===== config.mk =====
export PLATFORM = sky130hd
export DESIGN_NAME = gyro_light_direction_rotation
export DESIGN_NICKNAME = d
export VERILOG_FILES = /design/src/rtl/glr_pkg.sv /design/src/rtl/gyro_light_direction_rotation.sv
export SDC_FILE = /design/constraint.sdc
export NUM_CORES = 2
export LEC_CHECK = 0
export BUFFER_PORTS_ARGS = -buffer_cell sky130_fd_sc_hd__buf_4
export CORE_UTILIZATION = 40
export DETAILED_ROUTE_END_ITERATION = 6
export PLACE_DENSITY = 0.65
export SETUP_SLACK_MARGIN = 0.5
export SLEW_MARGIN = 10
export SYNTH_ARGS = -nofsm -noshare
export SYNTH_HDL_FRONTEND = slang
export SYNTH_SLANG_ARGS = --single-unit

===== constraint.sdc =====
create_clock -name clk -period 23.4 [get_ports clk]
set_input_delay 3.51 -clock clk [delete_from_list [all_inputs] [get_ports clk]]
set_output_delay 3.51 -clock clk [all_outputs]
set_load 0.005 [all_outputs]

===== src/rtl/glr_pkg.sv =====
// ----------------------------------------------------------------------------
// glr_pkg: shared types and constants for the light direction rotator
// Payload structs, register indexes, fixed-point constants, the CORDIC
// arctangent table and a 16-bit saturation helper.
// ----------------------------------------------------------------------------
`default_nettype none

package glr_pkg;

	// configuration register indexes
	localparam logic [2:0] REG_LIGHT_ENABLE = 3'd0;
	localparam logic [2:0] REG_GYRO_PRESENT = 3'd1;
	localparam logic [2:0] REG_BASE_DIR_X   = 3'd2;
	localparam logic [2:0] REG_BASE_DIR_Y   = 3'd3;
	localparam logic [2:0] REG_BASE_DIR_Z   = 3'd4;
	localparam logic [2:0] REG_OSC_AMP      = 3'd5;
	localparam logic [2:0] REG_OSC_RATE     = 3'd6;

	// request commands
	localparam logic CMD_GYRO = 1'b0;
	localparam logic CMD_TICK = 1'b1;

	localparam logic [14:0] AMP_RESET  = 15'd715;
	localparam logic [15:0] RATE_RESET = 16'd1074;

	// 2^20 / pi, Q4.11 radians to 32-bit binary angle
	localparam logic signed [35:0] ANGLE_TO_PHASE   = 36'sd333772;
	// 0.7 in Q0.16
	localparam logic signed [17:0] SEVEN_TENTHS_Q16 = 18'sd45875;
	// 1/K at scale 2^30
	localparam logic signed [33:0] CORDIC_GAIN_INIT = 34'sd652032874;
	localparam int                 CordicIters      = 16;

	typedef struct packed {
		logic               cmd;
		logic signed [15:0] pitch_in;
		logic signed [15:0] yaw_in;
		logic        [15:0] dt_us;
	} glr_item_t;

	typedef struct packed {
		logic signed [15:0] dir_x;
		logic signed [15:0] dir_y;
		logic signed [15:0] dir_z;
	} glr_dir_t;

	// atan(2^-i) in binary angle units (2^32 per turn)
	function automatic logic [29:0] glr_atan(input logic [3:0] idx);
		logic [29:0] r;
		case (idx)
			4'd0:    r = 30'd536870912;
			4'd1:    r = 30'd316933406;
			4'd2:    r = 30'd167458907;
			4'd3:    r = 30'd85004756;
			4'd4:    r = 30'd42667331;
			4'd5:    r = 30'd21354465;
			4'd6:    r = 30'd10679838;
			4'd7:    r = 30'd5340245;
			4'd8:    r = 30'd2670163;
			4'd9:    r = 30'd1335087;
			4'd10:   r = 30'd667544;
			4'd11:   r = 30'd333772;
			4'd12:   r = 30'd166886;
			4'd13:   r = 30'd83443;
			4'd14:   r = 30'd41722;
			4'd15:   r = 30'd20861;
			default: r = 30'd0;
		endcase
		return r;
	endfunction

	function automatic logic signed [15:0] glr_sat16(input logic signed [39:0] v);
		logic signed [15:0] r;
		if (v > 40'sd32767) begin
			r = 16'sh7fff;
		end else if (v < -40'sd32768) begin
			r = 16'sh8000;
		end else begin
			r = v[15:0];
		end
		return r;
	endfunction

endpackage

`default_nettype wire


===== src/rtl/gyro_light_direction_rotation.sv =====
// ----------------------------------------------------------------------------
// gyro_light_direction_rotation
// Rotates a base light direction by yaw about Y, then pitch about X, using
// one shared CORDIC stage and one shared 36x18 multiplier under a sequencer.
// ----------------------------------------------------------------------------
//  channel | valid/ready         | payload          | role
//  item    | item_valid/_ready   | item_data        | gyro sample or tick in
//  res     | res_valid/_ready    | res_data         | rotated direction out
//  cfg     | cfg_valid/_ready    | cfg_index/_data  | register write
//
//  A gyro request computes two sine/cosine pairs and a tick three, on the
//  single CORDIC stage, with products on the shared multiplier. A request
//  that does not apply leaves item_ready high and produces nothing. Reset
//  is asynchronous and clears phase, control and configuration but for
//  oscillator amplitude and rate, set to defaults. A stalled result sits
//  in the output register while the next request is taken; the sequencer
//  holds in its last step only if that register is still full.
// ----------------------------------------------------------------------------
`default_nettype none

module gyro_light_direction_rotation
	import glr_pkg::*;
(
	input  wire logic      clk,
	input  wire logic      arst_n,

	input  wire logic      item_valid,
	output logic           item_ready,
	input  wire glr_item_t item_data,

	output logic           res_valid,
	input  wire logic      res_ready,
	output glr_dir_t       res_data,

	input  wire logic        cfg_valid,
	output logic             cfg_ready,
	input  wire logic [2:0]  cfg_index,
	input  wire logic [15:0] cfg_data
);

	typedef enum logic [4:0] {
		S_IDLE,
		S_PH_MUL, S_PH_ADD,
		S_CLD, S_CIT, S_CEND,
		S_AMP_MUL, S_AMP_RND, S_YAW_MUL, S_YAW_RND,
		S_PANG_MUL, S_PANG, S_YANG_MUL, S_YANG,
		S_P1, S_P2, S_P3, S_P4, S_P5, S_P6, S_P7, S_P8, S_P9,
		S_OUT
	} state_t;

	typedef enum logic [1:0] {
		K_TICK,
		K_PITCH,
		K_YAW
	} trig_kind_t;

	state_t     state_q;
	trig_kind_t kind_q;
	logic [3:0] iter_q;

	logic               light_enable_q;
	logic               gyro_present_q;
	logic signed [15:0] base_x_q;
	logic signed [15:0] base_y_q;
	logic signed [15:0] base_z_q;
	logic [14:0]        osc_amp_q;
	logic [15:0]        osc_rate_q;
	logic [31:0]        phase_q;
	logic               res_valid_q;
	glr_dir_t           res_data_q;

	logic signed [15:0] pitch_q;
	logic signed [15:0] yaw_q;
	logic [15:0]        dt_q;
	logic [31:0]        ang_q;
	logic [1:0]         quad_q;
	logic signed [33:0] x_q;
	logic signed [33:0] y_q;
	logic signed [31:0] z_q;
	logic signed [17:0] cp_q;
	logic signed [17:0] sp_q;
	logic signed [17:0] cy_q;
	logic signed [17:0] sy_q;
	logic signed [53:0] prod_q;
	logic signed [53:0] acc_q;
	logic signed [34:0] rz_q;
	logic signed [15:0] ox_q;
	logic signed [15:0] oy_q;
	logic signed [15:0] oz_q;

	logic               applies;
	logic signed [35:0] mul_a;
	logic signed [17:0] mul_b;
	logic signed [53:0] mul_p;
	logic signed [35:0] ry;
	logic [31:0]        qsum;
	logic [1:0]         quad;
	logic [31:0]        resid;
	logic signed [33:0] dx;
	logic signed [33:0] dy;
	logic signed [31:0] atan_s;
	logic signed [33:0] cc;
	logic signed [33:0] ss;
	logic signed [33:0] cc_r;
	logic signed [33:0] ss_r;
	logic signed [55:0] sum_p;
	logic signed [55:0] sum_x;
	logic signed [55:0] sum_y;
	logic signed [55:0] sum_z;

	assign item_ready = (state_q == S_IDLE);
	assign cfg_ready  = 1'b1;
	assign res_valid  = res_valid_q;
	assign res_data   = res_data_q;

	assign applies = light_enable_q &&
		((item_data.cmd == CMD_TICK) ? !gyro_present_q : gyro_present_q);

	assign ry = {{4{base_y_q[15]}}, base_y_q, 16'd0};

	// shared multiplier operand select
	always_comb begin
		mul_a = '0;
		mul_b = '0;
		case (state_q)
			S_PH_MUL: begin
				mul_a = signed'({20'd0, dt_q});
				mul_b = signed'({2'd0, osc_rate_q});
			end
			S_AMP_MUL: begin
				mul_a = signed'({21'd0, osc_amp_q});
				mul_b = sp_q;
			end
			S_YAW_MUL: begin
				mul_a = 36'(pitch_q);
				mul_b = SEVEN_TENTHS_Q16;
			end
			S_PANG_MUL: begin
				mul_a = ANGLE_TO_PHASE;
				mul_b = 18'(pitch_q);
			end
			S_YANG_MUL: begin
				mul_a = ANGLE_TO_PHASE;
				mul_b = 18'(yaw_q);
			end
			S_P1: begin
				mul_a = 36'(base_x_q);
				mul_b = cy_q;
			end
			S_P2: begin
				mul_a = 36'(base_z_q);
				mul_b = sy_q;
			end
			S_P3: begin
				mul_a = 36'(base_z_q);
				mul_b = cy_q;
			end
			S_P4: begin
				mul_a = 36'(base_x_q);
				mul_b = sy_q;
			end
			S_P5: begin
				mul_a = ry;
				mul_b = cp_q;
			end
			S_P6: begin
				mul_a = 36'(rz_q);
				mul_b = sp_q;
			end
			S_P7: begin
				mul_a = ry;
				mul_b = sp_q;
			end
			S_P8: begin
				mul_a = 36'(rz_q);
				mul_b = cp_q;
			end
			default: begin
				mul_a = '0;
				mul_b = '0;
			end
		endcase
	end

	assign mul_p = mul_a * mul_b;

	// quadrant reduction and CORDIC step
	always_comb begin
		qsum   = ang_q + 32'h2000_0000;
		quad   = qsum[31:30];
		resid  = ang_q - {quad, 30'd0};
		dx     = y_q >>> iter_q;
		dy     = x_q >>> iter_q;
		atan_s = signed'({2'd0, glr_atan(iter_q)});
		case (quad_q)
			2'd0: begin
				cc = x_q;
				ss = y_q;
			end
			2'd1: begin
				cc = -y_q;
				ss = x_q;
			end
			2'd2: begin
				cc = -x_q;
				ss = -y_q;
			end
			default: begin
				cc = y_q;
				ss = -x_q;
			end
		endcase
		cc_r = cc + 34'sd8192;
		ss_r = ss + 34'sd8192;
	end

	// rounding adders
	always_comb begin
		sum_p = 56'(prod_q) + 56'sd32768;
		sum_x = 56'(acc_q) + 56'(prod_q) + 56'sd32768;
		sum_y = 56'(acc_q) - 56'(prod_q) + 56'sd2147483648;
		sum_z = 56'(acc_q) + 56'(prod_q) + 56'sd2147483648;
	end

	// sequencer, configuration, phase and result register
	always_ff @(posedge clk or negedge arst_n) begin
		if (!arst_n) begin
			state_q        <= S_IDLE;
			kind_q         <= K_TICK;
			iter_q         <= '0;
			light_enable_q <= 1'b0;
			gyro_present_q <= 1'b0;
			base_x_q       <= '0;
			base_y_q       <= '0;
			base_z_q       <= '0;
			osc_amp_q      <= AMP_RESET;
			osc_rate_q     <= RATE_RESET;
			phase_q        <= '0;
			res_valid_q    <= 1'b0;
			res_data_q     <= '0;
		end else begin
			if (cfg_valid) begin
				case (cfg_index)
					REG_LIGHT_ENABLE: light_enable_q <= cfg_data[0];
					REG_GYRO_PRESENT: gyro_present_q <= cfg_data[0];
					REG_BASE_DIR_X:   base_x_q       <= signed'(cfg_data);
					REG_BASE_DIR_Y:   base_y_q       <= signed'(cfg_data);
					REG_BASE_DIR_Z:   base_z_q       <= signed'(cfg_data);
					REG_OSC_AMP:      osc_amp_q      <= cfg_data[14:0];
					REG_OSC_RATE:     osc_rate_q     <= cfg_data;
					default: ;
				endcase
			end

			// load a finished direction once the output register is free
			if (state_q == S_OUT && (!res_valid_q || res_ready)) begin
				res_valid_q      <= 1'b1;
				res_data_q.dir_x <= ox_q;
				res_data_q.dir_y <= oy_q;
				res_data_q.dir_z <= oz_q;
			end else if (res_valid_q && res_ready) begin
				res_valid_q <= 1'b0;
			end

			case (state_q)
				S_IDLE: begin
					if (item_valid && applies) begin
						state_q <= (item_data.cmd == CMD_TICK) ? S_PH_MUL : S_PANG_MUL;
					end
				end
				S_PH_MUL: state_q <= S_PH_ADD;
				S_PH_ADD: begin
					phase_q <= phase_q + prod_q[31:0];
					kind_q  <= K_TICK;
					state_q <= S_CLD;
				end
				S_CLD: begin
					iter_q  <= '0;
					state_q <= S_CIT;
				end
				S_CIT: begin
					iter_q <= iter_q + 4'd1;
					if (iter_q == 4'(CordicIters - 1)) begin
						state_q <= S_CEND;
					end
				end
				S_CEND: begin
					case (kind_q)
						K_TICK:  state_q <= S_AMP_MUL;
						K_PITCH: state_q <= S_YANG_MUL;
						default: state_q <= S_P1;
					endcase
				end
				S_AMP_MUL:  state_q <= S_AMP_RND;
				S_AMP_RND:  state_q <= S_YAW_MUL;
				S_YAW_MUL:  state_q <= S_YAW_RND;
				S_YAW_RND:  state_q <= S_PANG_MUL;
				S_PANG_MUL: state_q <= S_PANG;
				S_PANG: begin
					kind_q  <= K_PITCH;
					state_q <= S_CLD;
				end
				S_YANG_MUL: state_q <= S_YANG;
				S_YANG: begin
					kind_q  <= K_YAW;
					state_q <= S_CLD;
				end
				S_P1: state_q <= S_P2;
				S_P2: state_q <= S_P3;
				S_P3: state_q <= S_P4;
				S_P4: state_q <= S_P5;
				S_P5: state_q <= S_P6;
				S_P6: state_q <= S_P7;
				S_P7: state_q <= S_P8;
				S_P8: state_q <= S_P9;
				S_P9: state_q <= S_OUT;
				S_OUT: begin
					// hold until the output register is free
					if (!res_valid_q || res_ready) begin
						state_q <= S_IDLE;
					end
				end
				default: state_q <= S_IDLE;
			endcase
		end
	end

	// datapath
	always_ff @(posedge clk) begin
		prod_q <= mul_p;
		case (state_q)
			S_IDLE: begin
				pitch_q <= item_data.pitch_in;
				yaw_q   <= item_data.yaw_in;
				dt_q    <= item_data.dt_us;
			end
			S_PH_ADD: ang_q <= phase_q + prod_q[31:0];
			S_CLD: begin
				quad_q <= quad;
				z_q    <= signed'(resid);
				x_q    <= CORDIC_GAIN_INIT;
				y_q    <= '0;
			end
			S_CIT: begin
				if (!z_q[31]) begin
					x_q <= x_q - dx;
					y_q <= y_q + dy;
					z_q <= z_q - atan_s;
				end else begin
					x_q <= x_q + dx;
					y_q <= y_q - dy;
					z_q <= z_q + atan_s;
				end
			end
			S_CEND: begin
				if (kind_q == K_YAW) begin
					cy_q <= cc_r[31:14];
					sy_q <= ss_r[31:14];
				end else begin
					cp_q <= cc_r[31:14];
					sp_q <= ss_r[31:14];
				end
			end
			S_AMP_RND: pitch_q <= glr_sat16(40'(sum_p >>> 16));
			S_YAW_RND: yaw_q   <= 16'(sum_p >>> 16);
			S_PANG:    ang_q   <= prod_q[31:0];
			S_YANG:    ang_q   <= prod_q[31:0];
			S_P2:      acc_q   <= prod_q;
			S_P3:      ox_q    <= glr_sat16(40'(sum_x >>> 16));
			S_P4:      acc_q   <= prod_q;
			S_P5:      rz_q    <= 35'(acc_q - prod_q);
			S_P6:      acc_q   <= prod_q;
			S_P7:      oy_q    <= glr_sat16(40'(sum_y >>> 32));
			S_P8:      acc_q   <= prod_q;
			S_P9:      oz_q    <= glr_sat16(40'(sum_z >>> 32));
			default: ;
		endcase
	end

endmodule

`default_nettype wire


# After elaboration in Yosys (flattened, before gate mapping)
# Memory sizes are Yosys's and may differ from the RTL's.
# Index checks and enable logic that the tools add are counted.
# W data, S select, Z words.
[totals] wordCells=172 ramBits=0 inputBits=73 mem_count=1 latch_bits=0 rom_bits=480 ff_bits=618 out_inout_bits=51
[mem_list] memory="(no name shown)" words=16 word_bits=30 read_ports=1 rd_clocked_by_memory_dff=0 wr=0 line="glr_pkg.sv:50" source="case (idx)"
[op_classes] muxes=29 order_cmp=8 shifts=2 eq_ne=37 bitwise_logic=1 n_reduce_logical=39 add_sub_neg=21 mul=1 n_div=0
[ops] op="$pmux W36 S8" n=1
[ops] op="$pmux W32 S3" n=2
[ops] op="$pmux W18 S8" n=1
[ops] op="$pmux W34 S2" n=2
[ops] op="$pmux W32 S2" n=2
[ops] op="$add A55 B33 Y56 const B" n=2
[ops] op="$pmux W5 S22" n=1
[ops] op="$mux W16" n=5
[ops] op="$add A34 B34 Y34" n=2
[ops] op="$mux W34" n=2
[ops] op="$sshr A34 B4 Y34" n=2
[ops] op="$sub A34 B34 Y34" n=2
[ops] op="$add A32 B15 Y32 const B" n=2
[ops] op="$neg A32 Y32" n=2
[ops] op="$pmux W16 S2" n=2
[ops] op="$add A55 B17 Y56 const B" n=1
[ops] op="$add A54 B17 Y55 const B" n=1
[ops] op="$add A54 B54 Y55" n=1
[ops] op="$sub A54 B54 Y55" n=1
[ops] op="$mul A36 B18 Y54" n=1
[ops] op="$gt A24 B16 Y1 const B" n=2
[ops] op="$lt A24 B16 Y1 const B" n=2
[ops] op="$eq A5 B4 Y1 const B" n=8
[ops] op="$eq A5 B5 Y1 const B" n=8
[ops] op="42 further kinds" n=83

# Depth between registers and ports, before layout
[depth] ltp_word=6 mapped_depth=39 depth_no_buf=36

# Least setup slack after synthesis
# Ideal clock, no wire load.
[synth_path] path_type="register to register" from="reg state_q[0]" to="reg prod_q[53]" setup_slack_ns=14.425 synth_period_minus_slack_ns=8.975 arrival_ns=8.855 path_buffers=3 stages_incl_launch_ff=35 t_required_ns=23.279 setup_ns=0.121 cell_sequence="dfrtp_1 buf_1 clkbuf_1 mux2i_1 o21ai_0 a221o_1 a221oi_1 clkbuf_1 nor2_1 fa_1 inv_1 fa_1 fa_1 inv_1 fa_1 fa_1 inv_1 fa_1 inv_1 ha_1 a21oi_1 nor2b_1 o21ai_0 a21oi_1 a21oi_1 a21oi_1 o21ai_0 a31oi_1 o22ai_1 o311ai_0 a41oi_1 o21ai_0 a221oi_1 o21bai_1 xnor2_1"
[synth_between] elab_chain_cells=4 word_cells_on_any_way=25 classes_between="mul (1); eq/ne (13); mux (2); reduce/logical (9)"
[synth_lines] element="start, declared" line="gyro_light_direction_rotation.sv:57" source="state_t state_q;"
[synth_lines] element="start signal, assigned" line="gyro_light_direction_rotation.sv:268" source="state_q <= (item_data.cmd == CMD_TICK) ? S_PH_MUL : S_PANG_MUL;"
[synth_lines] element="$eq A5 B5 Y1 (tied with other cells)" line="gyro_light_direction_rotation.sv:125" source="case (state_q)"
[synth_lines] element="$reduce_or A3 Y1 (no line) / $reduce_or A2 Y1 (equally long branches)"
[synth_lines] element="$pmux W18 S8 / $pmux W36 S8 (equally long branches)" line="gyro_light_direction_rotation.sv:125"
[synth_lines] element="$mul A36 B18 Y54 (*)" line="gyro_light_direction_rotation.sv:185" source="assign mul_p = mul_a * mul_b;"
[synth_lines] element="via mul_p[53]" line="gyro_light_direction_rotation.sv:94" source="logic signed [53:0] mul_p;"
[synth_lines] element="end signal, assigned" line="gyro_light_direction_rotation.sv:330" source="prod_q <= mul_p;"
[synth_lines] element="end, declared" line="gyro_light_direction_rotation.sv:84" source="logic signed [53:0] prod_q;"
# Mark *: on every way through the listed nets, which the timed path passes. The rest lies on a longest branch.
# A chain may end at the register's enable or synchronous reset.

# Worst setup path after layout
[layout_path] from="reg state_q[2]" to="reg prod_q[53]"
# The elaborated chain is that of the path after synthesis.

==> impl.org <==
** Worst setup path
- At the worst endpoint, the arrival time is 11.27 ns.
- Required time of the critical path :: 23.97 ns
- Critical path class :: reg2reg
- Largest stage delay, worst path :: 0.99 ns
- Maximum fanout along the worst path :: 32
- Cell with the biggest individual delay on the critical path :: sky130_fd_sc_hd__dfrtp_1
- STA classifies the critical path startpoint as a flop.
- Critical path endpoint category :: flop
- Cell family with the largest share of critical-path delay :: compound AO/OA/AOI/OAI gates
- The most numerous cell type found on the critical path is sky130_fd_sc_hd__fa_1.
- Worst path bufs/invs :: 5

** STA
- Setup repair after global routing left no endpoint under its margin.
- Post-route setup TNS :: 0 ns
- Across the routed clock network, the largest skew measured is 0.04942 ns.
- For this run, the top clock speed supported by timing is 0.09351 GHz.
- For the finished layout, the period the worst path requires is 10.69 ns.
- Final clock period utilization by the worst path :: 0.4570
- Slew at the pin closest to its max-slew limit :: 1.224 ns
- Hold Vio Cnt, Final :: 0
- Count of endpoints failing setup in the final report :: 0
- Max transition margin :: 0.1783
- Worst hold margin :: 0.4769 ns
- The max-slew violation count was 0.

** Finish
- Counting the fill cells in the layout gives 16130.
- Area Growth Syn to Fin :: 8.673%
- Register Area :: 17180 um^2
- Share of post-route cells with drive strength above 1 :: 0.09833
- At the end of the flow, the number of nets in the layout was 8450.
- Summing all multi-input logic gate instances after layout gives 45440 um^2.

** Global routing
- The number of global-route vias before repair is 53720.
- Pin count of the biggest net entering global routing :: 81
- The initial antenna violation count was 5.
- Global-route wire length before repair :: 323.6 mm
- For this run, the total global-route usage over all layers was measured as 0.2489.
- GRT overflow :: 0

** Clock tree
- Buffer type at the clock tree root :: sky130_fd_sc_hd__clkbuf_16
- TritonCTS built the clock tree.
- Counting along the longest clock path gives a buffer depth of 3.
- Clock Pin Slew Worst Setup and Hold Paths :: 0.06 ns
- At the later pin of the worst-skew pair, clock insertion delay measures 0.72 ns.
- Number of buffers added for setup after CTS :: 0
- Sinks on the clock net :: 618
- Clock buffers created by TritonCTS :: 74
- CTS built an H-tree with a depth of 3.
- For this design, the CTS-stage hold fixing added 0 buffers.
- After clock tree synthesis, the repair step resized 0 gates.

** Die
- For this configuration, the core starts out at a cell density of 0.4034.
- Num ports :: 124
- Die span in x :: 412.9 um
- The floorplan step set the die height to 412.9 um.
- Core box area :: 167400 um^2
- The die covers 170500 um^2.
- Standard-cell rows :: 150

** Detailed routing
- Drt drc :: 4
- The final layout contains routed wiring with a total length of 210.8 mm.
- Vias :: 53870
- Routed len/inst :: 22.03 um
- In this run, the number of DRC markers left after iteration 0 of detailed routing was 4864.
- Iteration count of the initial detailed-routing pass :: 7
- Antenna-violating nets left :: 0
- Routed vias/inst :: 5.630

** Synthesis
- A synthesized cell averages 9.214 um^2.
- Most used flip-flop cell after synthesis :: sky130_fd_sc_hd__edfxtp_1
- Yosys mapped a number of flops with a built-in enable equal to 391.
- After technology mapping, the gate count stands at 7329.
- For this run, the number of Yosys warnings is 0.
- Sequential element share of the synthesized area :: 0.2542
- Cell area after synthesis :: 67530 um^2
- Post-Syn Nets :: 8478
- The synthesized design contains 618 register bits.
- Count of different cell masters after synthesis :: 118
- Post-synthesis async set-or-reset flop share :: 0.2799

** Status
- Run status :: finished with violations
- Violated checks :: design-rule violations

** Place
- Buffers placed on the I/O ports in this run total 122.
- Weighted congestion reported at the end of routability-driven placement :: 0.9940
- Half-perimeter wire length of the detailed placement result :: 164.0 mm

** Flow run
- Max-cap violations in this run came to 0.

** Worst hold path
- Path type of the worst min-delay path :: reg2reg
==> logic make-up (layout without fill, tap and decap cells) <==
logic type,Yosys count,count (layout),share of synthesized area
XOR/XNOR,494,494,0.06418
adder cells (fa/ha/maj),1076,1076,0.2707
multiplexers,340,340,0.06412
other,1,3,0.00005553
AND/OR/NAND/NOR,2152,2152,0.1451
flip-flops,618,618,0.2542
AO/OA/AOI/OAI,1291,1291,0.1249
buffers and inverters,1357,1391,0.07681
==> layout make-up <==
| class | instances | share of cell area |
|---|---|---|
| multi-input cells | 5354 | 0.6192 |
| clock inverters | 46 | 0.007399 |
| diodes | 2 | 0.00006820 |
| repair buffers | 211 | 0.02167 |
| inverters | 1042 | 0.05340 |
| flip-flops and latches | 618 | 0.2340 |
| clock buffers | 92 | 0.02670 |
| well taps | 2204 | 0.03758 |
==> placed cells by master (no fill, tap or decap), types with 158 or more instances in the layout <==
master                     netlist  layout
sky130_fd_sc_hd__xnor2_1       331     331
sky130_fd_sc_hd__mux2_2        211     211
sky130_fd_sc_hd__inv_1        1032    1031
sky130_fd_sc_hd__ha_1          434     434
sky130_fd_sc_hd__dfrtp_1       163     158
sky130_fd_sc_hd__fa_1          642     642
sky130_fd_sc_hd__buf_4           9     210
sky130_fd_sc_hd__a21oi_1       343     342
sky130_fd_sc_hd__nor2_1        671     665
sky130_fd_sc_hd__nand2_1       771     771
sky130_fd_sc_hd__o21ai_0       309     309
sky130_fd_sc_hd__edfxtp_1      391     391
sky130_fd_sc_hd__xor2_1        162     162
==> cell usage after synthesis, types with 162 or more instances <==
| cell | count | area, um^2 |
|---|---|---|
| sky130_fd_sc_hd__nand2_1 | 771 | 2894 |
| sky130_fd_sc_hd__inv_1 | 1032 | 3874 |
| sky130_fd_sc_hd__edfxtp_1 | 391 | 11740 |
| sky130_fd_sc_hd__ha_1 | 434 | 5430 |
| sky130_fd_sc_hd__a21oi_1 | 343 | 1717 |
| sky130_fd_sc_hd__o21ai_0 | 309 | 1546 |
| sky130_fd_sc_hd__clkbuf_1 | 248 | 930.9 |
| sky130_fd_sc_hd__dfrtp_1 | 163 | 4079 |
| sky130_fd_sc_hd__xor2_1 | 162 | 1419 |
| sky130_fd_sc_hd__nor2_1 | 671 | 2519 |
| sky130_fd_sc_hd__fa_1 | 642 | 12850 |
| sky130_fd_sc_hd__xnor2_1 | 331 | 2899 |
| sky130_fd_sc_hd__mux2_2 | 211 | 2376 |
==> path summary, 6_finish.rpt <==
check	from	end	slack, ns	cells after the start
min in group asynchronous	arst_n	base_y_q[7]	2.81	1
max in group asynchronous	arst_n	state_q[0]	19.07	2
worst max-delay path	state_q[2]	prod_q[53]	12.71	34
worst min register to register	oz_q[8]	res_data[8]	0.48	1
worst min-delay path	oz_q[8]	res_data[8]	0.48	1
worst max register to register	state_q[2]	prod_q[53]	12.71	34
==> registers in the layout, indices dropped and copies added, names as in the netlist, 18 cells and up <==
signal	flops
y_q	34
prod_q	54
z_q	32
sy_q	18
cp_q	18
rz_q	35
ang_q	32
cy_q	18
phase_q	32
res_data	48
acc_q	54
x_q	34
sp_q	18
==> layer usage <==
metal | vias up | routed length (um) | GRT usage | part of all wire
met5 | - | 38 | 0 | 0.00018
met4 | 4 | 8603 | 0.09505 | 0.041
met3 | 383 | 23450 | 0.07178 | 0.11
met2 | 2283 | 88060 | 0.3636 | 0.42
met1 | 26640 | 90690 | 0.3462 | 0.43
li1 | 24560 | - | - | -
==> metrics by stage <==
step                worst slack, ns  cell area (um^2)  cells  utilization
floorplan                     14.42             67530   7329            -
global placement              12.71             70860   9428       0.4233
detailed placement            12.96             70880   9429       0.4234
CTS                           12.89             73380   9567       0.4383
global route                  12.23             73390   9568       0.4384
finish                        12.71             73390   9569       0.4384
==> worst reg2reg max path: cells and delay by family (launching register included) <==
family / cells / cell delay [ns]
adders and majority gates: 7 / 3.21
DFF: 1 / 0.99
xor gates and xnor gates: 1 / 0.13
AOI/OAI and AO/OA: 15 / 3.49
and+or+nand+nor: 6 / 2.36
buffers and inverters: 5 / 0.38
Power is not shown: default switching activity piles up to over one toggle a cycle in this logic, so the estimate is an artifact.
